==> config.mk <==
export PLATFORM = sky130hd
export DESIGN_NAME = point_time_window_extractor_top
export DESIGN_NICKNAME = d
export VERILOG_FILES = /design/src/design/ptwe_pkg.sv /design/src/design/ptwe_front.sv /design/src/design/ptwe_fifo.sv /design/src/design/ptwe_back.sv /design/src/design/point_time_window_extractor_top.sv
export SDC_FILE = /design/constraint.sdc
export NUM_CORES = 2
export LEC_CHECK = 0
export ABC_AREA = 1
export BUFFER_PORTS_ARGS = -buffer_cell sky130_fd_sc_hd__clkbuf_2
export CORE_UTILIZATION = 40
export CTS_CLUSTER_SIZE = 28
export DETAILED_ROUTE_END_ITERATION = 6
export MAX_ROUTING_LAYER = met4
export PLACE_DENSITY = 0.63
export SLEW_MARGIN = 10
export SYNTH_ARGS = -nofsm -noshare
export SYNTH_HDL_FRONTEND = slang
export SYNTH_HIERARCHICAL = 1
export SYNTH_SLANG_ARGS = --single-unit
==> constraint.sdc <==
create_clock -name clk -period 25.4 [get_ports clk]
set_input_delay 3.81 -clock clk [delete_from_list [all_inputs] [get_ports clk]]
set_output_delay 3.81 -clock clk [all_outputs]
set_load 0.01 [all_outputs]
==> src/design/ptwe_pkg.sv <==
// Shared types and codes of the point time window extractor.
`default_nettype none
package ptwe_pkg;

  localparam int COUNT_BITS = 32;

  localparam logic [1:0] ROLE_ABS = 2'd1;
  localparam logic [1:0] ROLE_OFS = 2'd2;

  localparam logic [2:0] VT_F64 = 3'd0;
  localparam logic [2:0] VT_F32 = 3'd1;
  localparam logic [2:0] VT_U32 = 3'd2;
  localparam logic [2:0] VT_I32 = 3'd3;

  localparam logic [2:0] ST_OK         = 3'd0;
  localparam logic [2:0] ST_BAD_ROLE   = 3'd1;
  localparam logic [2:0] ST_ABS_F32    = 3'd2;
  localparam logic [2:0] ST_BAD_STRIDE = 3'd3;
  localparam logic [2:0] ST_BAD_TYPE   = 3'd4;
  localparam logic [2:0] ST_PAST       = 3'd5;
  localparam logic [2:0] ST_NO_TIMES   = 3'd6;
  localparam logic [2:0] ST_BAD_WIN    = 3'd7;

  localparam logic [2:0] CFG_ROLE   = 3'd0;
  localparam logic [2:0] CFG_TYPE   = 3'd1;
  localparam logic [2:0] CFG_STAMP  = 3'd2;
  localparam logic [2:0] CFG_OFFSET = 3'd3;
  localparam logic [2:0] CFG_STRIDE = 3'd4;

  // One classified point handed from the front end to the back end.
  typedef struct packed {
    logic        ok;
    logic [63:0] ns;
    logic        last;
    logic [2:0]  status;
    logic [1:0]  unit_code;
  } ptwe_item_t;

endpackage
`default_nettype wire

==> src/design/ptwe_front.sv <==
// Front end: decodes the raw time word into nanoseconds and classifies it.
`default_nettype none
module ptwe_front
  import ptwe_pkg::*;
(
  input  wire logic        clk,
  input  wire logic        rst,
  input  wire logic        in_valid,
  output logic             in_ready,
  input  wire logic [63:0] field_bits,
  input  wire logic        last,
  input  wire logic [1:0]  role_code,
  input  wire logic [2:0]  value_type,
  input  wire logic [63:0] stamp_ns,
  input  wire logic [15:0] byte_offset,
  input  wire logic [15:0] point_stride,
  output ptwe_item_t       item,
  output logic             item_valid,
  input  wire logic        item_ready
);

  localparam logic [29:0] TEN9 = 30'd1000000000;

  // Per-point fields that ride along the arithmetic stages.
  typedef struct packed {
    logic        last;
    logic        is_float;
    logic        int_ok;
    logic [63:0] int_ns;
    logic        sign;
    logic        nan;
    logic        offset;
    logic [63:0] stamp;
    logic [2:0]  status;
    logic [1:0]  unit;
  } side_t;

  // Stage 1 registers: unpacked double and the integer path.
  logic        s1_valid;
  side_t       s1_side;
  logic [10:0] s1_exp;
  logic [52:0] s1_mant;

  // Stage 2 registers: partial products of the mantissa halves by 1e9.
  logic        s2_valid;
  side_t       s2_side;
  logic [10:0] s2_exp;
  logic [56:0] s2_p_hi;
  logic [55:0] s2_p_lo;

  // Stage 3 registers: exact product mant * 1e9 (83 bits) and exponent.
  logic        s3_valid;
  side_t       s3_side;
  logic [10:0] s3_exp;
  logic [82:0] s3_prod;

  // Stage 4 registers: product rounded to 53 bits and its binary scale.
  logic               s4_valid;
  side_t              s4_side;
  logic [52:0]        s4_rm;
  logic signed [13:0] s4_sh;
  logic               s4_zero;

  // Stage 5 output register.
  logic        s5_valid;
  ptwe_item_t  s5_item;

  logic adv5, adv4, adv3, adv2, adv1;
  assign adv5     = !s5_valid || item_ready;
  assign adv4     = !s4_valid || adv5;
  assign adv3     = !s3_valid || adv4;
  assign adv2     = !s2_valid || adv3;
  assign adv1     = !s1_valid || adv2;
  assign in_ready = adv1;
  assign item       = s5_item;
  assign item_valid = s5_valid;

  // Configuration checks and unit code for this item.
  logic [2:0]  cfg_st;
  logic [1:0]  unit_c;
  logic [16:0] need;
  always_comb begin
    need = {1'b0, byte_offset} + ((value_type == VT_F64) ? 17'd8 : 17'd4);
    if (role_code != ROLE_ABS && role_code != ROLE_OFS) cfg_st = ST_BAD_ROLE;
    else if (role_code == ROLE_ABS && value_type == VT_F32) cfg_st = ST_ABS_F32;
    else if (point_stride == 16'd0) cfg_st = ST_BAD_STRIDE;
    else if (value_type > VT_I32) cfg_st = ST_BAD_TYPE;
    else if (need > {1'b0, point_stride}) cfg_st = ST_PAST;
    else cfg_st = ST_OK;
    if (role_code == ROLE_ABS) unit_c = 2'd1;
    else if (role_code == ROLE_OFS && value_type <= VT_F32) unit_c = 2'd3;
    else if (role_code == ROLE_OFS && value_type <= VT_I32) unit_c = 2'd2;
    else unit_c = 2'd0;
  end

  // Unpack to a common double form; float32 widens exactly.
  logic        d_sign;
  logic [10:0] d_exp;
  logic [52:0] d_mant;
  logic        d_nan;
  logic [4:0]  lz;
  logic [22:0] f_frac;
  logic [22:0] f_norm;
  always_comb begin
    f_frac = field_bits[22:0];
    lz = 5'd0;
    for (int i = 0; i < 23; i++) begin
      if (f_frac[i]) lz = 5'(22 - i);
    end
    f_norm = f_frac << (lz + 5'd1);
    d_sign = 1'b0; d_exp = 11'd0; d_mant = 53'd0; d_nan = 1'b0;
    if (value_type == VT_F64) begin
      d_sign = field_bits[63];
      d_exp  = field_bits[62:52];
      d_nan  = (field_bits[62:52] == 11'h7FF);
      d_mant = {(field_bits[62:52] != 11'd0), field_bits[51:0]};
      if (field_bits[62:52] == 11'd0) d_exp = 11'd1;
    end else begin
      d_sign = field_bits[31];
      d_nan  = (field_bits[30:23] == 8'hFF);
      if (field_bits[30:23] == 8'd0) begin
        if (f_frac == 23'd0) begin
          d_exp = 11'd1; d_mant = 53'd0;
        end else begin
          d_exp  = 11'(11'd1023 - 11'd127 - 11'(lz));
          d_mant = {1'b1, f_norm, 29'd0};
        end
      end else begin
        d_exp  = 11'(11'(field_bits[30:23]) + 11'd896);
        d_mant = {1'b1, f_frac, 29'd0};
      end
    end
  end

  side_t side_in;
  always_comb begin
    side_in.last     = last;
    side_in.is_float = (value_type <= VT_F32);
    side_in.int_ok   = (role_code == ROLE_OFS) &&
                       (value_type == VT_U32 || value_type == VT_I32);
    side_in.int_ns   = (value_type == VT_I32) ? {{32{field_bits[31]}}, field_bits[31:0]}
                                              : {32'd0, field_bits[31:0]};
    side_in.sign     = d_sign;
    side_in.nan      = d_nan;
    side_in.offset   = (role_code == ROLE_OFS);
    side_in.stamp    = stamp_ns;
    side_in.status   = cfg_st;
    side_in.unit     = unit_c;
  end

  always_ff @(posedge clk) begin
    if (rst) begin
      s1_valid <= 1'b0;
    end else if (adv1) begin
      s1_valid <= in_valid;
    end
    if (adv1) begin
      s1_side <= side_in;
      s1_exp  <= d_exp;
      s1_mant <= d_mant;
    end
  end

  always_ff @(posedge clk) begin
    if (rst) begin
      s2_valid <= 1'b0;
    end else if (adv2) begin
      s2_valid <= s1_valid;
    end
    if (adv2) begin
      s2_side <= s1_side;
      s2_exp  <= s1_exp;
      s2_p_hi <= 57'(s1_mant[52:26]) * 57'(TEN9);
      s2_p_lo <= 56'(s1_mant[25:0]) * 56'(TEN9);
    end
  end

  always_ff @(posedge clk) begin
    if (rst) begin
      s3_valid <= 1'b0;
    end else if (adv3) begin
      s3_valid <= s2_valid;
    end
    if (adv3) begin
      s3_side <= s2_side;
      s3_exp  <= s2_exp;
      s3_prod <= {s2_p_hi, 26'd0} + 83'(s2_p_lo);
    end
  end

  // Round the exact product to double (nearest even).
  // Value = prod * 2^(exp-1075). Normalize prod to its top bit, keep 53.
  logic [6:0]  msb;
  logic [82:0] pn;
  logic [53:0] rm;
  logic        sticky;
  logic [12:0] e2;
  logic signed [13:0] sh;
  always_comb begin
    msb = 7'd0;
    for (int i = 0; i < 83; i++) begin
      if (s3_prod[i]) msb = 7'(i);
    end
    pn = s3_prod << (7'd82 - msb);
    sticky = |pn[28:0];
    rm = {1'b0, pn[82:30]};
    if (pn[29] && (sticky || pn[30])) rm = rm + 54'd1;
    // e2: binary exponent of the value's leading bit, biased by 1075.
    e2 = 13'(s3_exp) + 13'(msb);
    if (rm[53]) begin
      rm = rm >> 1;
      e2 = e2 + 13'd1;
    end
    // value = rm * 2^(e2 - 1075 - 52)
    sh = 14'(e2) - 14'sd1127;
  end

  always_ff @(posedge clk) begin
    if (rst) begin
      s4_valid <= 1'b0;
    end else if (adv4) begin
      s4_valid <= s3_valid;
    end
    if (adv4) begin
      s4_side <= s3_side;
      s4_rm   <= rm[52:0];
      s4_sh   <= sh;
      s4_zero <= (s3_prod == 83'd0);
    end
  end

  // Truncate toward zero and check the int64 range.
  logic [63:0]  mag;
  logic         f_ok;
  logic [127:0] wide;
  logic [63:0]  ns_val;
  always_comb begin
    mag = 64'd0;
    f_ok = 1'b1;
    wide = 128'd0;
    if (s4_zero) begin
      mag = 64'd0;
    end else if (s4_sh >= 14'sd0) begin
      if (s4_sh > 14'sd11) begin
        f_ok = 1'b0;
      end else begin
        wide = 128'(s4_rm) << s4_sh[3:0];
        mag  = wide[63:0];
        if (mag[63] && !(s4_side.sign && mag == 64'h8000000000000000)) f_ok = 1'b0;
      end
    end else if (s4_sh > -14'sd54) begin
      mag = 64'(s4_rm >> 6'(-s4_sh));
    end
    if (s4_side.nan) f_ok = 1'b0;
    ns_val = s4_side.sign ? 64'(-mag) : mag;
    if (!s4_side.is_float) ns_val = s4_side.int_ns;
  end

  always_ff @(posedge clk) begin
    if (rst) begin
      s5_valid <= 1'b0;
    end else if (adv5) begin
      s5_valid <= s4_valid;
    end
    if (adv5) begin
      s5_item.ok        <= (s4_side.status != ST_BAD_ROLE) &&
                           (s4_side.is_float ? f_ok : s4_side.int_ok);
      s5_item.ns        <= s4_side.offset ? ns_val + s4_side.stamp : ns_val;
      s5_item.last      <= s4_side.last;
      s5_item.status    <= s4_side.status;
      s5_item.unit_code <= s4_side.unit;
    end
  end

endmodule
`default_nettype wire

==> src/design/ptwe_fifo.sv <==
// Short queue of classified points between the front and back ends.
`default_nettype none
module ptwe_fifo
  import ptwe_pkg::*;
(
  input  wire logic  clk,
  input  wire logic  rst,
  input  ptwe_item_t wr_item,
  input  wire logic  wr_valid,
  output logic       wr_ready,
  output ptwe_item_t rd_item,
  output logic       rd_valid,
  input  wire logic  rd_ready
);

  ptwe_item_t slots [2];
  logic       wp, rp;
  logic [1:0] fill;
  logic       do_wr, do_rd;

  assign wr_ready = (fill != 2'd2);
  assign rd_valid = (fill != 2'd0);
  assign rd_item  = slots[rp];
  assign do_wr    = wr_valid && wr_ready;
  assign do_rd    = rd_valid && rd_ready;

  always_ff @(posedge clk) begin
    if (rst) begin
      wp <= 1'b0; rp <= 1'b0; fill <= 2'd0;
    end else begin
      if (do_wr) wp <= !wp;
      if (do_rd) rp <= !rp;
      fill <= fill + 2'(do_wr) - 2'(do_rd);
    end
    if (do_wr) slots[wp] <= wr_item;
  end

endmodule
`default_nettype wire

==> src/design/ptwe_back.sv <==
// Back end: running min, max and counts, and the result register.
`default_nettype none
module ptwe_back
  import ptwe_pkg::*;
(
  input  wire logic  clk,
  input  wire logic  rst,
  input  ptwe_item_t item,
  input  wire logic  item_valid,
  output logic       item_ready,
  output logic        out_valid,
  input  wire logic   out_ready,
  output logic [2:0]  status,
  output logic [1:0]  unit_code,
  output logic [63:0] window_start_ns,
  output logic [63:0] window_end_ns,
  output logic [31:0] points_total,
  output logic [31:0] points_used,
  output logic        window_valid
);

  localparam logic [COUNT_BITS-1:0] CMAX = '1;

  logic signed [63:0]    min_time, max_time;
  logic                  seen_valid;
  logic [COUNT_BITS-1:0] total_count, used_count;
  logic signed [63:0]    min_next, max_next;
  logic [COUNT_BITS-1:0] total_next, used_next;
  logic                  take;

  assign item_ready = !out_valid || out_ready;
  assign take       = item_valid && item_ready;

  always_comb begin
    total_next = (total_count != CMAX) ? total_count + 1'b1 : total_count;
    used_next  = used_count;
    min_next   = min_time;
    max_next   = max_time;
    if (item.ok) begin
      if (used_count != CMAX) used_next = used_count + 1'b1;
      if (!seen_valid || $signed(item.ns) < min_time) min_next = item.ns;
      if (!seen_valid || $signed(item.ns) > max_time) max_next = item.ns;
    end
  end

  always_ff @(posedge clk) begin
    if (rst) begin
      seen_valid  <= 1'b0;
      total_count <= '0;
      used_count  <= '0;
      min_time    <= '0;
      max_time    <= '0;
      out_valid   <= 1'b0;
    end else begin
      if (take && item.last) out_valid <= 1'b1;
      else if (out_valid && out_ready) out_valid <= 1'b0;
      if (take) begin
        if (item.last) begin
          seen_valid  <= 1'b0;
          total_count <= '0;
          used_count  <= '0;
          min_time    <= '0;
          max_time    <= '0;
        end else begin
          seen_valid  <= seen_valid || item.ok;
          total_count <= total_next;
          used_count  <= used_next;
          min_time    <= min_next;
          max_time    <= max_next;
        end
      end
    end
    if (take && item.last) begin
      unit_code    <= item.unit_code;
      points_total <= 32'(total_next);
      if (item.status != ST_OK) begin
        status          <= item.status;
        points_used     <= 32'd0;
        window_start_ns <= 64'd0;
        window_end_ns   <= 64'd0;
        window_valid    <= 1'b0;
      end else if (!(seen_valid || item.ok)) begin
        status          <= ST_NO_TIMES;
        points_used     <= 32'(used_next);
        window_start_ns <= 64'd0;
        window_end_ns   <= 64'd0;
        window_valid    <= 1'b0;
      end else if (max_next < min_next) begin
        status          <= ST_BAD_WIN;
        points_used     <= 32'(used_next);
        window_start_ns <= min_next;
        window_end_ns   <= max_next;
        window_valid    <= 1'b0;
      end else begin
        status          <= ST_OK;
        points_used     <= 32'(used_next);
        window_start_ns <= min_next;
        window_end_ns   <= max_next;
        window_valid    <= 1'b1;
      end
    end
  end

endmodule
`default_nettype wire

==> src/design/point_time_window_extractor_top.sv <==
// Top level of the point time window extractor.
// Usage: configuration is written through cfg_we / cfg_index / cfg_data while
// the block is idle. Register 0 is the time role, 1 the value type, 2 the
// header stamp in nanoseconds, 3 the field offset and 4 the point stride.
// Each input request carries one point's raw time word and a last flag on
// in_valid / in_ready. Only a request marked last produces an output request
// on out_valid / out_ready, carrying status, unit code, window and counts.
// Throughput is one point per cycle unless a result waits on out_ready. The
// front end is a five stage pipeline: unpack, two partial products of the
// mantissa halves by 1e9, their sum, rounding to double, then truncation and
// the stamp add. A two entry queue separates it from the back end, which
// updates min, max and counts and registers the result that out_valid flags.
// When the receiver stalls the result register holds; the queue and front
// pipeline keep taking points until they hold seven, then in_ready drops.
// Reset clears the valid flags (not window_valid) and the accumulators and
// loads register reset values (role, type unsupported; zero stamp and sizes).
`default_nettype none
module point_time_window_extractor_top
  import ptwe_pkg::*;
(
  input  wire logic        clk,
  input  wire logic        rst,
  input  wire logic        cfg_we,
  input  wire logic [2:0]  cfg_index,
  input  wire logic [63:0] cfg_data,
  input  wire logic        in_valid,
  output logic             in_ready,
  input  wire logic [63:0] field_bits,
  input  wire logic        last,
  output logic             out_valid,
  input  wire logic        out_ready,
  output logic [2:0]       status,
  output logic [1:0]       unit_code,
  output logic [63:0]      window_start_ns,
  output logic [63:0]      window_end_ns,
  output logic [31:0]      points_total,
  output logic [31:0]      points_used,
  output logic             window_valid
);

  // Configuration registers.
  logic [1:0]  role_code;
  logic [2:0]  value_type;
  logic [63:0] stamp_ns;
  logic [15:0] byte_offset;
  logic [15:0] point_stride;

  always_ff @(posedge clk) begin
    if (rst) begin
      role_code    <= 2'd0;
      value_type   <= 3'd4;
      stamp_ns     <= 64'd0;
      byte_offset  <= 16'd0;
      point_stride <= 16'd0;
    end else if (cfg_we) begin
      case (cfg_index)
        CFG_ROLE:   role_code    <= cfg_data[1:0];
        CFG_TYPE:   value_type   <= cfg_data[2:0];
        CFG_STAMP:  stamp_ns     <= cfg_data;
        CFG_OFFSET: byte_offset  <= cfg_data[15:0];
        CFG_STRIDE: point_stride <= cfg_data[15:0];
        default: begin
        end
      endcase
    end
  end

  ptwe_item_t f_item, q_item;
  logic       f_valid, f_ready, q_valid, q_ready;

  ptwe_front u_front (
    .clk, .rst, .in_valid, .in_ready, .field_bits, .last,
    .role_code, .value_type, .stamp_ns, .byte_offset, .point_stride,
    .item(f_item), .item_valid(f_valid), .item_ready(f_ready)
  );

  ptwe_fifo u_fifo (
    .clk, .rst,
    .wr_item(f_item), .wr_valid(f_valid), .wr_ready(f_ready),
    .rd_item(q_item), .rd_valid(q_valid), .rd_ready(q_ready)
  );

  ptwe_back u_back (
    .clk, .rst, .item(q_item), .item_valid(q_valid), .item_ready(q_ready),
    .out_valid, .out_ready, .status, .unit_code, .window_start_ns,
    .window_end_ns, .points_total, .points_used, .window_valid
  );

endmodule
`default_nettype wire
# After elaboration in Yosys (flattened, before gate mapping)
# Memory sizes are Yosys's and may differ from the RTL's. A register that Yosys moved wholly into a read port is not among the register bits.
# Index checks and enable logic that the tools add are counted.
[totals]
regBits = 1337
ram_bits = 142
inputBits = 137
out_inout_bits = 200
elab_cells = 351
n_memories = 1
[classes]
addsub = 17
mul = 2
magnitude_cmp = 10
eq_ne = 18
shifts = 4
n_mux = 159
n_bitwise = 1
reduce_logical = 54
[memory_table]
columns = ["memory", "depth", "width", "read_ports", "rd_ports_with_merged_regs", "write_ports", "line", "text"]
rows = [
  ["u_fifo.slots", 2, 71, 1, 1, 1, "ptwe_fifo.sv:16", "ptwe_item_t slots [2];"],
]
[op_table]
columns = ["operator", "n"]
rows = [
  ["$mux 64", 13],
  ["$mux 5", 39],
  ["$mux 6", 32],
  ["$mux 32", 5],
  ["$mux 53", 3],
  ["$mux 7", 19],
  ["$lt 64x64->1", 2],
  ["$add 83x56->83", 1],
  ["$logic_not 83->1", 1],
  ["$shl 83x7->83", 1],
  ["$add 32x1->32 const B", 2],
  ["$add 64x64->64", 1],
  ["$eq 64x64->1 const B", 1],
  ["$gt 64x64->1", 1],
  ["$ne 32x32->1 const B", 2],
  ["$neg 64->64", 1],
  ["$shl 53x4->64", 1],
  ["$shr 53x6->64", 1],
  ["$add 53x1->54 const B", 1],
  ["$mux 54", 1],
  ["$mux 52", 1],
  ["$mul 27x21->48 const B", 1],
  ["$mul 26x21->47 const B", 1],
  ["$mux 11", 4],
  ["50 further kinds", 130],
]

# Logic depth before layout (Yosys ltp)
[logic_depth]
word_depth = 90
depth_mapped = 105
ltp_nobuf = 101

# Modules after synthesis
# Netlist, hierarchy kept.
[modules_own_cells]
columns = ["mod", "n_inst", "cells_per_inst", "area_per_inst_um2", "seq_area_each_um2"]
rows = [
  ["ptwe_front", 1, 8148, 71365.9, 24903.9],
  ["ptwe_back", 1, 2584, 21196.6, 9829.4],
  ["ptwe_fifo", 1, 257, 5718.0, 4364.2],
  ["point_time_window_extractor_top", 1, 628, 4250.3, 2021.9],
]

# Worst setup path before layout
# Ideal clock, no wire load.
[synth_path]
path_kind = "reg-to-output"
startpoint = "register u_fifo.fill[0]"
endpoint = "output port in_ready"
t_arrival_ns = 13.591
required_ns = 21.590
slack_ns = 7.999
path_stages_with_launch = 11
path_buffers = 0
cell_sequence = "dfxtp_1 -> inv_1 -> nand2_1 -> nor2_1 -> inv_1 -> nor2_1 -> inv_1 -> nor2_1 -> inv_1 -> nor2_1 -> nand2_1"
[synth_via]
elab_chain_len = 6
[synth_rtl]
columns = ["element", "line", "text"]
rows = [
  ["start: declaration", "ptwe_fifo.sv:18", "logic [1:0] fill;"],
  ["start signal: assignment", "ptwe_fifo.sv:33", "fill <= fill + 2'(do_wr) - 2'(do_rd);"],
  ["$ne 2x2->1", "ptwe_fifo.sv:21", "assign wr_ready = (fill != 2'd2);"],
  ["via f_ready", "point_time_window_extractor_top.sv:69", "logic f_valid, f_ready, q_valid, q_ready;"],
  ["$logic_or 1x1->1", "ptwe_front.sv:69", "assign adv5 = !s5_valid || item_ready;"],
  ["via u_front.adv5", "ptwe_front.sv:68", "logic adv5, adv4, adv3, adv2, adv1;"],
  ["$logic_or 1x1->1", "ptwe_front.sv:70", "assign adv4 = !s4_valid || adv5;"],
  ["via u_front.adv4", "ptwe_front.sv:68", ""],
  ["$logic_or 1x1->1", "ptwe_front.sv:71", "assign adv3 = !s3_valid || adv4;"],
  ["via u_front.adv3", "ptwe_front.sv:68", ""],
  ["$logic_or 1x1->1", "ptwe_front.sv:72", "assign adv2 = !s2_valid || adv3;"],
  ["$logic_or 1x1->1", "ptwe_front.sv:73", "assign adv1 = !s1_valid || adv2;"],
  ["end: declaration", "point_time_window_extractor_top.sv:27", "output logic in_ready,"],
]
# The timed path passes the listed nets, and every way through them passes these cells.

# Final worst setup path
[layout_path]
startpoint = "register u_front.s4_sh[0]"
endpoint = "register u_front.s5_item (netlist bit u_front/item[69]), data pin"
[layout_via]
elab_chain_len = 10
word_cells_on_any_way = 15
classes_between = "add/sub: 3; order compare: 3; shift: 2; mux: 7"
[layout_rtl]
columns = ["element", "line", "text"]
rows = [
  ["start: declaration", "ptwe_front.sv:61", "logic signed [13:0] s4_sh;"],
  ["start signal: assignment", "ptwe_front.sv:227", "s4_sh <= sh;"],
  ["$neg 6->6", "ptwe_front.sv:252", "mag = 64'(s4_rm >> 6'(-s4_sh));"],
  ["$shr 53x6->64", "ptwe_front.sv:252", ""],
  ["$mux 64", "ptwe_front.sv:251", "end else if (s4_sh > -14'sd54) begin"],
  ["$mux 64 *", "ptwe_front.sv:243", "end else if (s4_sh >= 14'sd0) begin"],
  ["$mux 64 *", "ptwe_front.sv:241", "if (s4_zero) begin"],
  ["$neg 64->64", "ptwe_front.sv:255", "ns_val = s4_side.sign ? 64'(-mag) : mag;"],
  ["$mux 64 *", "ptwe_front.sv:255", ""],
  ["$mux 64 *", "ptwe_front.sv:256", "if (!s4_side.is_float) ns_val = s4_side.int_ns;"],
  ["$add 64x64->64", "ptwe_front.sv:268", "s5_item.ns <= s4_side.offset ? ns_val + s4_side.stamp : ns_val;"],
  ["$mux 64 *", "ptwe_front.sv:268", ""],
  ["end: declaration", "ptwe_front.sv:66", "ptwe_item_t s5_item;"],
]
# Every way passes the cells marked *; elsewhere a longest branch is shown, timed or not.
# A chain may end at the register's enable or synchronous reset.

==> impl_metrics.yaml <==
run_status:
  status: "finished, violations left"
  violations: "DRC"
die:
  boundaryPins: 337
  start_util: 0.4030
  die_w_um: 508.3
  die_y_um: 508.3
  core_area_um2: 254400
  rows: 185
  die_area_um2: 258400
synth:
  ys_warn_count: 6
  synth.distinct_cells: 82
  synth_top_cell_by_area: "edfxtp_1"
  synth.area.top_cells: "edfxtp_1 (34%), fa_1 (9.9%), ha_1 (9.6%)"
  syn_avg_cell_area_um2: 8.826
  syn_inst: 11620
  synth_nets: 13050
  ys_seq_elements: 1471
  netlist_top_cells_count: "nand2_1 (2,161), inv_1 (1,726), edfxtp_1 (1,166), nor2_1 (1,123), nand3_1 (938)"
  syn-cell-area_um2: 102500
  synth_flop_cell: "edfxtp_1"
  synth_most_common_cell: "nand2_1"
  synthArstFlopShare: 0
  synth_seq_area_share: 0.4010
  synth_edf_count: 1166
  synth_top_area_frac: 0.3415
drt:
  wl_mm: 294.2
  wire_per_inst_um: 19.25
  ant_nets: 0
  vias_per_cell: 5.175
  route.vias.total: 79100
  drtPass1Iterations: 7
  drt-initial-drc-count: 7359
  drc: 10
timing:
  whs_ns: 0.3836
  fin_crit_ns: 11.65
  hold_violations: 0
  setup_viol: 0
  slew_headroom: 0.09991
  skew_ns: 0.06561
  setup_tns_ns: 0
  post-route-period-util: 0.4585
  rsz0062_at_grt: "no"
  slew_violations: 0
  tightest_slew_ns: 1.336
  fmaxAchievable_mhz: 85.87
cells_and_area:
  syn_to_final_growth_pct: 10.13
  drive_gt1_frac: 0.07774
  fin_nets: 13210
  final_area_um2: 112900
cts:
  h-tree-depth: 4
  cts_sinks: 1471
  clkLatencyLatePin_ns: 0.82
  numCtsBuffers: 161
  cts_buffer_depth: 3
  post_cts_buffers: 0
  cts_resized: 0
  root_buffer: "clkbuf_16"
  ctsHoldBuffers: 0
  clk_pin_slew_ns: 0.06
  cts_tree: "done"
global_routing:
  grt_pass1_vias: 75470
  grt_pass1_wl_mm: 446.9
  grt.total_usage: 0.2316
  grt_max_degree: 117
  antenna_found_initial: 19
  overflow: 0
setup_path:
  cp.arrival_ns: 12.18
  end_kind: "flip-flop"
  worst_path_max_delay_cell: "clkinv_1"
  crit_fanout: 64
  critical_path_required_ns: 25.93
  cp-start-kind: "flip-flop"
  critPathBufInv: 9
  worst_path_most_repeated_cell: "nand2_1"
  reg2reg_slack_ns: 13.75
  cpPeakStageDelay_ns: 0.52
  criticalPathCategory: "reg2reg"
  crit_family: "compound AO/OA/AOI/OAI gates"
placement:
  io_buffers: 336
  place.gp.congestion: 1.031
  placedInstanceArea_um2: 107300
  dp_hpwl_mm: 230.6
job:
  max_cap_viol_count: 0
hold_path:
  hold_class: "reg2reg"
## stage by stage
step | util | std cells | setup slack, ns
after global routing | 0.4439 | 15290 | 12.32
after CTS | 0.4438 | 15280 | 13.92
after global placement | 0.4218 | 14980 | 13.87
after floorplan | - | 11620 | 7.999
final | 0.4439 | 15290 | 13.75
after detailed placement | 0.4218 | 14980 | 13.92
## placed cells by master, fill, tap and decap left out, drive strengths merged, types with 72 or more instances in the layout
cell type  synthesis  routed
nand4            105     105
o21ai            699     699
nand3            944     944
buf              143      81
xor2             233     233
o22ai             97      97
dfxtp            305     305
clkinv             8      72
nor2            1156    1156
edfxtp          1166    1166
inv             1766    1775
clkbuf           276     524
a21oi            549     549
ha               788     788
nor3              96      96
fa               507     507
xnor2            130     130
nand2           2190    2190
## state kept, by name, summed over array words and instances, names as in the netlist, 71 cells and up, named ones only
register	count
u_front/s2_side	108
u_front/s3_side	108
u_fifo/slots	142
u_front/s3_prod	74
u_front/s4_side	108
u_front/s1_side	108
u_front/item	71
## routing by layer
layer,vias up,wire (um),GRT usage
li1,38720,-,-
met5,-,0,-
met1,37380,132700,0.3107
met3,462,16680,0.02511
met4,0,10770,0.08274
met2,2532,134100,0.3626
## worst paths after layout
check             depth (start not counted)                 from             endpoint
hold / removal                            0  u_front/s3_side[76]  u_front/s4_side[76]
setup reg to reg                         67     u_front/s4_sh[0]     u_front/item[69]
hold reg to reg                           0  u_front/s3_side[76]  u_front/s4_side[76]
setup / recovery                         67     u_front/s4_sh[0]     u_front/item[69]
## layout make-up
class,count,area [um^2]
clock buffer,189,4303
fill,24850,141500
tap,3366,4212
antenna,9,22.52
inverter,1774,6681
timing repair buffer,416,2313
clock inverter,108,1296
sequential,1471,41120
multi-input combinational,7953,52970
## logic make-up after synthesis
kind of cell | synth area share
AND/OR/NAND/NOR | 0.1914
buffers and inverters | 0.08369
AO/OA/AOI/OAI | 0.08342
flip-flops | 0.4010
adder cells (fa/ha/maj) | 0.1952
XOR/XNOR | 0.03101
multiplexers | 0.01427
Power is left out: the tool's default activity adds up to more than one toggle a clock period on the data nets, which glitch-free logic cannot reach.
